==> src/rtl/core/rgbds_pkg.sv <==
// Shared types, constants and pixel math for the RGB565 downscaler.
`timescale 1ns / 1ps
`default_nettype none

package rgbds_pkg;

	localparam int DIM_W   = 12;   // register and clamped dimension width
	localparam int POS_W   = 11;   // position and coordinate width
	localparam int NUMER_W = 22;   // running numerator width
	localparam int PIX_W   = 16;
	localparam int MONO_W  = 8;
	localparam int LUMA_W  = 18;   // 299*R + 587*G + 114*B fits below 2^18

	localparam logic [DIM_W-1:0] MAX_DIM = 12'd2048;

	localparam logic [DIM_W-1:0] RST_SRC_W = 12'd320;
	localparam logic [DIM_W-1:0] RST_SRC_H = 12'd240;
	localparam logic [DIM_W-1:0] RST_TGT_W = 12'd128;
	localparam logic [DIM_W-1:0] RST_TGT_H = 12'd64;

	localparam logic [LUMA_W-1:0] LUMA_THRESH = 18'd128000;
	localparam logic [MONO_W-1:0] MONO_WHITE  = 8'hFF;
	localparam logic [MONO_W-1:0] MONO_BLACK  = 8'h00;

	typedef enum logic [1:0] {
		REG_SRC_W = 2'd0,
		REG_SRC_H = 2'd1,
		REG_TGT_W = 2'd2,
		REG_TGT_H = 2'd3
	} cfg_reg_t;

	// Effective dimensions, already clamped; target never exceeds source.
	typedef struct packed {
		logic [DIM_W-1:0] sw;
		logic [DIM_W-1:0] sh;
		logic [DIM_W-1:0] tw;
		logic [DIM_W-1:0] th;
	} dims_t;

	// One selected source pixel on its way to the luma stage.
	typedef struct packed {
		logic [PIX_W-1:0] pixel;
		logic [POS_W-1:0] x;
		logic [POS_W-1:0] y;
		logic             last;
	} sel_t;

	function automatic logic [DIM_W-1:0] clamp_dim(input logic [DIM_W-1:0] v);
		logic [DIM_W-1:0] r;
		r = v;
		if (v == '0)
			r = 12'd1;
		else if (v > MAX_DIM)
			r = MAX_DIM;
		return r;
	endfunction

	// c*255/31 = 8c + floor(7c/31); the floor steps at fixed thresholds.
	function automatic logic [7:0] expand5(input logic [4:0] c);
		logic [2:0] f;
		f = 3'(c >= 5'd5) + 3'(c >= 5'd9) + 3'(c >= 5'd14) + 3'(c >= 5'd18)
		  + 3'(c >= 5'd23) + 3'(c >= 5'd27) + 3'(c >= 5'd31);
		return {c, 3'b000} + {5'b0, f};
	endfunction

	// c*255/63 = 4c + floor(c/21).
	function automatic logic [7:0] expand6(input logic [5:0] c);
		logic [1:0] f;
		f = 2'(c >= 6'd21) + 2'(c >= 6'd42) + 2'(c >= 6'd63);
		return {c, 2'b00} + {6'b0, f};
	endfunction

	function automatic logic [MONO_W-1:0] mono_of(input logic [PIX_W-1:0] px);
		logic [7:0]        r;
		logic [7:0]        g;
		logic [7:0]        b;
		logic [LUMA_W-1:0] sum;
		r   = expand5(px[15:11]);
		g   = expand6(px[10:5]);
		b   = expand5(px[4:0]);
		sum = {10'b0, r} * 18'd299 + {10'b0, g} * 18'd587 + {10'b0, b} * 18'd114;
		return (sum >= LUMA_THRESH) ? MONO_WHITE : MONO_BLACK;
	endfunction

endpackage

`default_nettype wire

==> src/rtl/core/rgbds_cfg.sv <==
// Dimension registers with clamping applied on write.
`timescale 1ns / 1ps
`default_nettype none

module rgbds_cfg (
	input  wire                     clk,
	input  wire                     arst_n,
	input  wire                     cfg_valid,
	output logic                    cfg_ready,
	input  wire  [1:0]              cfg_index,
	input  wire  [rgbds_pkg::DIM_W-1:0] cfg_data,
	output rgbds_pkg::dims_t        dims
);
	import rgbds_pkg::*;

	logic [DIM_W-1:0] sw_q;
	logic [DIM_W-1:0] sh_q;
	logic [DIM_W-1:0] tw_q;
	logic [DIM_W-1:0] th_q;
	logic [DIM_W-1:0] wdata;

	assign cfg_ready = 1'b1;
	assign wdata     = clamp_dim(cfg_data);

	always_ff @(posedge clk or negedge arst_n) begin
		if (!arst_n) begin
			sw_q <= RST_SRC_W;
			sh_q <= RST_SRC_H;
			tw_q <= RST_TGT_W;
			th_q <= RST_TGT_H;
		end else if (cfg_valid && cfg_ready) begin
			case (cfg_reg_t'(cfg_index))
				REG_SRC_W: sw_q <= wdata;
				REG_SRC_H: sh_q <= wdata;
				REG_TGT_W: tw_q <= wdata;
				REG_TGT_H: th_q <= wdata;
				default:   sw_q <= sw_q;
			endcase
		end
	end

	// Downscale only: target clamps to source.
	always_comb begin
		dims.sw = sw_q;
		dims.sh = sh_q;
		dims.tw = (tw_q > sw_q) ? sw_q : tw_q;
		dims.th = (th_q > sh_q) ? sh_q : th_q;
	end

endmodule

`default_nettype wire

==> src/rtl/core/rgbds_select.sv <==
// Raster counters and nearest-neighbor selection, with the stage 1 register.
`timescale 1ns / 1ps
`default_nettype none

module rgbds_select (
	input  wire                     clk,
	input  wire                     arst_n,
	input  wire  rgbds_pkg::dims_t  dims,
	input  wire                     pixel_valid,
	output logic                    pixel_stall,
	input  wire  [rgbds_pkg::PIX_W-1:0] pixel_rgb565,
	input  wire                     frame_start,
	output logic                    valid_s1,
	output rgbds_pkg::sel_t         sel_s1,
	input  wire                     take_s1
);
	import rgbds_pkg::*;

	logic [POS_W-1:0]   scol_q, srow_q, ocol_q, orow_q;
	logic [NUMER_W-1:0] ctn_q, csn_q, rtn_q, rsn_q;

	logic [POS_W-1:0]   e_scol, e_srow, e_ocol, e_orow;
	logic [NUMER_W-1:0] e_ctn, e_csn, e_rtn, e_rsn;
	logic [POS_W-1:0]   n_scol, n_srow, n_ocol, n_orow;
	logic [NUMER_W-1:0] n_ctn, n_csn, n_rtn, n_rsn;

	logic [NUMER_W-1:0] tw_n, th_n, sw_n, sh_n;
	logic [DIM_W-1:0]   ocol_inc, orow_inc, scol_inc, srow_inc;
	logic               row_sel, col_sel, hit, last, line_end, src_frame_end;
	logic               accept, s1_en;

	assign s1_en       = !valid_s1 || take_s1;
	assign pixel_stall = !s1_en;
	assign accept      = pixel_valid && !pixel_stall;

	assign tw_n = {{(NUMER_W-DIM_W){1'b0}}, dims.tw};
	assign th_n = {{(NUMER_W-DIM_W){1'b0}}, dims.th};
	assign sw_n = {{(NUMER_W-DIM_W){1'b0}}, dims.sw};
	assign sh_n = {{(NUMER_W-DIM_W){1'b0}}, dims.sh};

	always_comb begin
		// frame_start clears everything before the pixel is looked at
		e_scol = frame_start ? '0 : scol_q;
		e_srow = frame_start ? '0 : srow_q;
		e_ocol = frame_start ? '0 : ocol_q;
		e_orow = frame_start ? '0 : orow_q;
		e_ctn  = frame_start ? '0 : ctn_q;
		e_csn  = frame_start ? '0 : csn_q;
		e_rtn  = frame_start ? '0 : rtn_q;
		e_rsn  = frame_start ? '0 : rsn_q;

		row_sel = ({1'b0, e_orow} < dims.th)
		       && ({1'b0, e_rsn} < ({1'b0, e_rtn} + {1'b0, th_n}));
		col_sel = ({1'b0, e_ocol} < dims.tw)
		       && ({1'b0, e_csn} < ({1'b0, e_ctn} + {1'b0, tw_n}));
		hit = row_sel && col_sel;

		ocol_inc      = {1'b0, e_ocol} + 12'd1;
		orow_inc      = {1'b0, e_orow} + 12'd1;
		scol_inc      = {1'b0, e_scol} + 12'd1;
		srow_inc      = {1'b0, e_srow} + 12'd1;
		last          = (ocol_inc == dims.tw) && (orow_inc == dims.th);
		line_end      = scol_inc >= dims.sw;
		src_frame_end = srow_inc >= dims.sh;

		n_scol = e_scol;
		n_srow = e_srow;
		n_ocol = e_ocol;
		n_orow = e_orow;
		n_ctn  = e_ctn;
		n_csn  = e_csn;
		n_rtn  = e_rtn;
		n_rsn  = e_rsn;

		if (hit) begin
			n_ocol = ocol_inc[POS_W-1:0];
			if ({1'b0, n_ocol} < dims.tw)
				n_csn = e_csn + sw_n;
		end

		if (line_end) begin
			n_scol = '0;
			n_ctn  = '0;
			n_csn  = '0;
			n_ocol = '0;
			if (row_sel) begin
				n_orow = orow_inc[POS_W-1:0];
				if ({1'b0, n_orow} < dims.th)
					n_rsn = e_rsn + sh_n;
			end
			if (src_frame_end) begin
				// wrap: next pixel starts a new frame
				n_srow = '0;
				n_orow = '0;
				n_rtn  = '0;
				n_rsn  = '0;
			end else begin
				n_srow = srow_inc[POS_W-1:0];
				n_rtn  = e_rtn + th_n;
			end
		end else begin
			n_scol = scol_inc[POS_W-1:0];
			n_ctn  = e_ctn + tw_n;
		end
	end

	always_ff @(posedge clk or negedge arst_n) begin
		if (!arst_n) begin
			scol_q   <= '0;
			srow_q   <= '0;
			ocol_q   <= '0;
			orow_q   <= '0;
			ctn_q    <= '0;
			csn_q    <= '0;
			rtn_q    <= '0;
			rsn_q    <= '0;
			valid_s1 <= 1'b0;
		end else begin
			if (accept) begin
				scol_q <= n_scol;
				srow_q <= n_srow;
				ocol_q <= n_ocol;
				orow_q <= n_orow;
				ctn_q  <= n_ctn;
				csn_q  <= n_csn;
				rtn_q  <= n_rtn;
				rsn_q  <= n_rsn;
			end
			if (s1_en)
				valid_s1 <= accept && hit;
		end
	end

	always_ff @(posedge clk) begin
		if (s1_en && accept && hit) begin
			sel_s1.pixel <= pixel_rgb565;
			sel_s1.x     <= e_ocol;
			sel_s1.y     <= e_orow;
			sel_s1.last  <= last;
		end
	end

endmodule

`default_nettype wire

==> src/rtl/core/rgbds_luma.sv <==
// Channel expansion, luma threshold and the result register.
`timescale 1ns / 1ps
`default_nettype none

module rgbds_luma (
	input  wire                      clk,
	input  wire                      arst_n,
	input  wire                      valid_s1,
	input  wire  rgbds_pkg::sel_t    sel_s1,
	output logic                     take_s1,
	output logic                     result_valid,
	input  wire                      result_stall,
	output logic [rgbds_pkg::MONO_W-1:0] mono_value,
	output logic [rgbds_pkg::POS_W-1:0]  target_x,
	output logic [rgbds_pkg::POS_W-1:0]  target_y,
	output logic                     frame_end
);
	import rgbds_pkg::*;

	logic              valid_s2;
	logic [MONO_W-1:0] mono_s2;
	logic [POS_W-1:0]  x_s2;
	logic [POS_W-1:0]  y_s2;
	logic              last_s2;

	// advance when the result register is empty or being drained
	assign take_s1 = !valid_s2 || !result_stall;

	always_ff @(posedge clk or negedge arst_n) begin
		if (!arst_n)
			valid_s2 <= 1'b0;
		else if (take_s1)
			valid_s2 <= valid_s1;
	end

	always_ff @(posedge clk) begin
		if (take_s1 && valid_s1) begin
			mono_s2 <= mono_of(sel_s1.pixel);
			x_s2    <= sel_s1.x;
			y_s2    <= sel_s1.y;
			last_s2 <= sel_s1.last;
		end
	end

	assign result_valid = valid_s2;
	assign mono_value   = mono_s2;
	assign target_x     = x_s2;
	assign target_y     = y_s2;
	assign frame_end    = last_s2;

endmodule

`default_nettype wire

==> src/rtl/core/rgb565_downscale_to_mono.sv <==
// Top level: RGB565 nearest-neighbor downscaler with black/white luma threshold.
// A selected pixel passes through the stage 1 register and then the result register.
// One pixel per cycle while pixel_stall is low; the raster counters update once per accepted pixel.
// Pixels not picked by the scaler produce no result; pixel_stall rises only while both
// pipeline registers are full and result_stall is high.
// Reset: counters cleared, dimensions 320x240 to 128x64, pipeline empty.
`timescale 1ns / 1ps
`default_nettype none

module rgb565_downscale_to_mono (
	input  wire                          clk,
	input  wire                          arst_n,
	input  wire                          cfg_valid,
	output logic                         cfg_ready,
	input  wire  [1:0]                   cfg_index,
	input  wire  [rgbds_pkg::DIM_W-1:0]  cfg_data,
	input  wire                          pixel_valid,
	output logic                         pixel_stall,
	input  wire  [rgbds_pkg::PIX_W-1:0]  pixel_rgb565,
	input  wire                          frame_start,
	output logic                         result_valid,
	input  wire                          result_stall,
	output logic [rgbds_pkg::MONO_W-1:0] mono_value,
	output logic [rgbds_pkg::POS_W-1:0]  target_x,
	output logic [rgbds_pkg::POS_W-1:0]  target_y,
	output logic                         frame_end
);
	import rgbds_pkg::*;

	dims_t dims;
	sel_t  sel_s1;
	logic  valid_s1;
	logic  take_s1;

	rgbds_cfg u_cfg (
		.clk       (clk),
		.arst_n    (arst_n),
		.cfg_valid (cfg_valid),
		.cfg_ready (cfg_ready),
		.cfg_index (cfg_index),
		.cfg_data  (cfg_data),
		.dims      (dims)
	);

	rgbds_select u_select (
		.clk          (clk),
		.arst_n       (arst_n),
		.dims         (dims),
		.pixel_valid  (pixel_valid),
		.pixel_stall  (pixel_stall),
		.pixel_rgb565 (pixel_rgb565),
		.frame_start  (frame_start),
		.valid_s1     (valid_s1),
		.sel_s1       (sel_s1),
		.take_s1      (take_s1)
	);

	rgbds_luma u_luma (
		.clk          (clk),
		.arst_n       (arst_n),
		.valid_s1     (valid_s1),
		.sel_s1       (sel_s1),
		.take_s1      (take_s1),
		.result_valid (result_valid),
		.result_stall (result_stall),
		.mono_value   (mono_value),
		.target_x     (target_x),
		.target_y     (target_y),
		.frame_end    (frame_end)
	);

endmodule

`default_nettype wire

==> config.mk <==
export PLATFORM = sky130hd
export DESIGN_NAME = rgb565_downscale_to_mono
export DESIGN_NICKNAME = d
export VERILOG_FILES = /design/src/rtl/core/rgbds_pkg.sv /design/src/rtl/core/rgbds_cfg.sv /design/src/rtl/core/rgbds_select.sv /design/src/rtl/core/rgbds_luma.sv /design/src/rtl/core/rgb565_downscale_to_mono.sv
export SDC_FILE = /design/constraint.sdc
export NUM_CORES = 1
export LEC_CHECK = 0
export BUFFER_PORTS_ARGS = -buffer_cell sky130_fd_sc_hd__buf_2
export CORE_MARGIN = 2
export CORE_UTILIZATION = 25
export DETAILED_ROUTE_END_ITERATION = 7
export GPL_ROUTABILITY_DRIVEN = 0
export PLACE_DENSITY_LB_ADDON = 0.05
export SETUP_SLACK_MARGIN = 0.3
export SYNTH_ARGS = -nofsm -noshare
export SYNTH_HDL_FRONTEND = slang
export SYNTH_SLANG_ARGS = --single-unit
==> constraint.sdc <==
create_clock -name clk -period 26 [get_ports clk]
set_input_delay 3.9 -clock clk [delete_from_list [all_inputs] [get_ports clk]]
set_output_delay 3.9 -clock clk [all_outputs]
set_load 0.01 [all_outputs]
======== Yosys cells after proc, flatten, opt, wreduce, memory -nomap -nowiden ========
Index checks and enable logic that the tools add are counted.
storage, ports and cells
  logic and storage cells ................. 140
  bits of input ports ..................... 36
  output and inout bits ................... 34
  bits in registers ....................... 252
cells by class
  $lt $le $gt $ge ......................... 29
  reductions and logical operators ........ 21
  equal/unequal tests ..................... 5
  add/subtract/negate cells ............... 29
  multipliers ............................. 3
  muxes and demuxes ....................... 31
operators with widths
  cell                   number
  $mux 22                14
  $mux 11                12
  $add 22x12->22         4
  $add 11x1->12 const B  4
  $lt 11x12->1           4
  $mux 12                4
  $add 22x12->23         2
  $lt 22x23->1           2
  $ge 5x5->1 const B     8
  $add 3x1->3            10
  $eq 12x12->1           2
  $ge 12x12->1           2
  $gt 12x12->1           2
  $ge 5x4->1 const B     4
  $add 17x18->18         1
  $add 18x15->18         1
  $ge 18x17->1 const B   1
  $mul 8x10->18 const B  1
  $mul 8x9->17 const B   1
  $add 8x3->8            2
  $mul 8x6->14 const B   1
  $ge 6x6->1 const B     2
  $gt 12x12->1 const B   1
  $logic_not 12->1       1
  13 further kinds       32

======== Logic depth before layout (Yosys ltp) ========
  word-level depth ........................ 13
  gate-level depth with buffers ........... 35

======== Modules after synthesis ========
Synthesis repeated with hierarchy kept, for this count alone.
second synthesis, totals
  cell total of the unflattened synthesis .. 2265
  area total of the unflattened synthesis .. 21353.0 µm²
by module, submodules not included
  module        sequential area each (µm²)  cells each  instances  area each (µm²)
  rgbds_select  4499.3                      1455        1          13072.5
  rgbds_luma    745.7                       529         1          5489.0
  rgbds_cfg     1211.2                      281         1          2791.4

======== Worst setup path before layout ========
No wires, ideal clock.
  path type ............................... input port to flip-flop
  start point ............................. input port frame_start
  end point ............................... register u_select.sel_s1[0] (netlist name)
  cell stages on the path ................. 24
  slack ................................... 15.861 ns
  setup time .............................. 0.394 ns
  arrival ................................. 9.746 ns
  cell sequence ........................... buf_2 > buf_2 > buf_2 > buf_2 > clkbuf_1 > clkbuf_1 > nor2b_1 > ha_1 > a21o_1 > a21oi_1 > o21bai_1 > a31o_2 > a221o_1 > a21oi_1 > xnor2_1 > nand2_1 > ha_1 > a211o_1 > o32a_1 > a41oi_1 > a32o_1 > o2111ai_2 > or2_2 > inv_1
between the ends
  longest elaborated chain between the ends .. 6
  elaborated cells between the ends (all ways) .. 16
  classes of those cells .................. 2 x add/sub; 4 x order compare; 6 x mux; 4 x reduce/logical
RTL lines
  item                                  RTL line                                text
  start: declaration                    rgb565_downscale_to_mono.sv:20          input wire frame_start,
  $mux 22 (on tied branches)            rgbds_select.sv:49, rgbds_select.sv:47
  $add 22x12->23 (on tied branches)     rgbds_select.sv:53, rgbds_select.sv:55
  $lt 22x23->1 (on tied branches)       rgbds_select.sv:53, rgbds_select.sv:55
  $logic_and 1x1->1 (on tied branches)  rgbds_select.sv:53, rgbds_select.sv:55
  $logic_and 1x1->1 (*)                 rgbds_select.sv:56                      hit = row_sel && col_sel;
  $logic_and 1x1->1 (*)                 rgbds_select.sv:135                     if (s1_en && accept && hit) begin
Mark *: on every way between the ends. The rest lies on a longest branch, timed or not.
A chain may end at the register's enable or synchronous reset.

======== Worst setup path in the final report ========
  start point ............................. input port frame_start
  end point ............................... register u_select.sel_s1[29] (netlist name)
between the ends
  longest elaborated chain between the ends .. 6
  elaborated cells between the ends (all ways) .. 16
  classes of those cells .................. 2 x add/sub; 4 x order compare; 6 x mux; 4 x reduce/logical
RTL lines
  item                                  RTL line
  $mux 22 (on tied branches)            rgbds_select.sv:49, rgbds_select.sv:47
  $add 22x12->23 (on tied branches)     rgbds_select.sv:53, rgbds_select.sv:55
  $lt 22x23->1 (on tied branches)       rgbds_select.sv:53, rgbds_select.sv:55
  $logic_and 1x1->1 (on tied branches)  rgbds_select.sv:53, rgbds_select.sv:55
  $logic_and 1x1->1 (*)                 rgbds_select.sv:56
  $logic_and 1x1->1 (*)                 rgbds_select.sv:135
Marked as above.

==> flow_metrics.env <==
export IMPL_setup_viol=0
export IMPL_crit_fanout=46
export IMPL_drc_errors=0
export IMPL_required_ns=26.20
export IMPL_vias_per_cell=4.80
export IMPL_routedWlPerCell_microns=19.8
export IMPL_clock_path_buffers=3
export IMPL_dp_hpwl_microns=53500
export IMPL_fin_hold_ws_ns=0.419
export IMPL_htree_levels=1
export IMPL_start_util_pct=25.3
export IMPL_grtUsageTotal_pct=15.7
export IMPL_synth_edf_count=63
export IMPL_ioPinCount=70
export IMPL_fp_coreArea_sq_um=85400
export IMPL_fill_cells=9155
export IMPL_layout_nets=2776
export IMPL_dp_cells=3448
export IMPL_slew_headroom_pct=15.7
export IMPL_cts_resized=0
export IMPL_finalMaxSlewViolations=0
export IMPL_synthFlopType="dfrtp_1"
export IMPL_synth_cell_types=94
export IMPL_layout_cells_non_filler=3505
export IMPL_met1_usage_pct=21.3
export IMPL_r2r_end="u_luma.mono_value[6]"
export IMPL_yosys_register_bits=245
export IMPL_area_growth_pct=12.8
export IMPL_status="completed"
export IMPL_drive_above_1_share_pct=8.17
export IMPL_dieArea_sq_um=88700
export IMPL_netlist_instances=2297
export IMPL_cts_tree="yes"
export IMPL_rr_startpoint="u_select.sel_s1[25]"
export IMPL_fp_dieW_microns=298
export IMPL_cp_start_kind="input port"
export IMPL_synth_area_sq_um=21600
export IMPL_clockRootBuffer="clkbuf_16"
export IMPL_clock_latency_ns=0.60
export IMPL_critical_path_arrival_ns=10.43
export IMPL_syn_area_per_cell_sq_um=9.40
export IMPL_grt_pass1_vias=17651
export IMPL_totalWireLength_microns=69300
export IMPL_fin_crit_ns=10.23
export IMPL_antennaDiodeCount=0
export IMPL_max_freq_ghz=0.0978
export IMPL_antenna_found_initial=2
export IMPL_drt_iter0_markers=1029
export IMPL_num_vias=16822
export IMPL_die_h_microns=298
export IMPL_grt_max_degree=78
export IMPL_yosysSeqAreaShare_pct=29.9
export IMPL_min_from="u_select.sel_s1[15]"
export IMPL_async_reset_ff_share_pct=74.3
export IMPL_critPathKind="in -> reg"
export IMPL_clock_sinks=245
export IMPL_ant_nets=0
export IMPL_regToRegSetupSlack_ns=16.14
export IMPL_cts_setup_buffers=0
export IMPL_cap_violations=0
export IMPL_hold_end="u_luma.target_x[3]"
export IMPL_grt_pass1_wl_microns=108000
export IMPL_gr_usage_met2_pct=26.9
export IMPL_ctsHoldBuffers=0
export IMPL_synth_top_cells_by_area="dfrtp_1, ha_1, edfxtp_1"
export IMPL_setup_tns_ns=0
export IMPL_port_buffer_count=68
export IMPL_grt_util_met3_pct=1.24
export IMPL_hold_viol=0
export IMPL_fin_worst_skew_ns=0.0318
export IMPL_worstSetupEndpointType="flip-flop"
export IMPL_fin_crit_sh_pct=39.3
export IMPL_rr_worst_depth=31
export IMPL_synth_nets=2736
export IMPL_synth_top_cell_area_share_pct=20.2
export IMPL_min_path_type="reg -> reg"
export IMPL_ys_warnings_count=0
export IMPL_clkTransAtPathRegs_ns=0.06
export IMPL_min_path_cells=0
export IMPL_grt_busiest_layer="met2"
export IMPL_num_rows=107
export IMPL_rsz0062_at_grt="false"
export IMPL_yosysTopAreaCell="dfrtp_1"
export IMPL_first_pass_iters=5
export IMPL_tightestPinTransition_ns=1.26
export IMPL_cts_buffers=31
export IMPL_gr_total_overflow=0
layout make-up:
cell class,instances,area (sq um),share of cell area (%)
inverters,215,807,3.31
well taps,1144,1430,5.88
multi-input cells,1758,14000,57.4
clock buffers,33,783,3.22
clock inverters,24,397,1.63
repair buffers,86,487,2.00
flip-flops and latches,245,6460,26.5
cells in the mapped netlist, types with 26 or more instances:
library cell / count
ha_1: 321
nand2_1: 234
inv_1: 213
dfrtp_1: 174
o21ai_0: 147
nor2b_1: 105
nor2_1: 87
a21oi_1: 83
fa_1: 82
nand3_1: 76
edfxtp_1: 63
xnor2_1: 53
xor2_1: 53
clkbuf_1: 50
a22o_1: 42
a21o_1: 35
nor3_1: 32
nand2b_1: 31
nand4_1: 31
and3_1: 26
placed cells by master (no fill, tap or decap), drive strengths merged, types with 77 or more instances in the layout:
| master | synthesis | final |
|---|---|---|
| nor2 | 87 | 87 |
| nor2b | 105 | 105 |
| dfrtp | 174 | 174 |
| fa | 82 | 82 |
| buf | 28 | 85 |
| ha | 321 | 321 |
| inv | 215 | 215 |
| nand2 | 234 | 234 |
| o21ai | 153 | 153 |
| nand3 | 77 | 77 |
| a21oi | 85 | 85 |
registers in the layout, summed over array words and instances (netlist names), 12 cells and up:
name	cells
u_select.csn_q	22
u_cfg.sw_q	12
u_cfg.tw_q	12
u_select.sel_s1	39
u_select.rtn_q	22
u_select.ctn_q	22
u_cfg.th_q	12
u_cfg.sh_q	12
u_select.rsn_q	22
kinds of logic (layout without fill, tap and decap cells):
kind of cell    after synthesis  in the layout  synth area share, %
compound gates              520            520                 16.6
xor+xnor                    106            106                 4.30
fa+ha+maj                   403            403                 26.2
buf+inv                     294            358                 5.44
flops                       245            245                 29.9
mux                          26             26                 1.25
other cells                   1              1               0.0174
simple gates                702            702                 16.3
per-layer routing:
layer	vias up	wire length, microns	share of wire [%]
met5	-	0	0
li1	8247	-	-
met3	76	1990	2.9
met2	281	33100	48
met4	0	1600	2.3
met1	8218	32600	47
stage by stage:
step	worst slack [ns]	instance area [sq um]	utilization, %
final	15.77	24300	28.5
after global routing	15.26	24300	28.5
after CTS	15.67	24300	28.5
after detailed placement	15.06	23200	27.1
after global placement	15.22	23200	27.1
after floorplan	15.86	21600	-
how the worst max path moves through the flow:
stage / slack (ns) / end / start
after floorplan: 15.86 / u_select.sel_s1[0] / frame_start
after global placement: 15.22 / u_select.sel_s1[23] / frame_start
after detailed placement: 15.06 / u_select.sel_s1[23] / frame_start
after CTS: 15.67 / u_select.sel_s1[23] / frame_start
after global routing: 15.26 / u_select.sel_s1[24] / frame_start
final: 15.77 / u_select.sel_s1[29] / frame_start
critical path: stages:
cell,delay (ns)
buf_4,0.42
buf_4,0.66
nor2b_1,0.19
ha_1,0.32
a21o_1,0.18
a21oi_1,0.23
o21bai_1,0.12
a31o_2,0.28
a221o_1,0.42
a21oi_1,0.29
xnor2_1,0.16
nand2_1,0.07
ha_1,0.34
a211o_1,0.30
o32a_1,0.35
a41oi_1,0.20
a32o_1,0.30
o2111ai_2,0.48
or2_2,0.50
inv_2,0.65
Power is not shown: default switching activity piles up to over one toggle a cycle in this logic, so the estimate is an artifact.
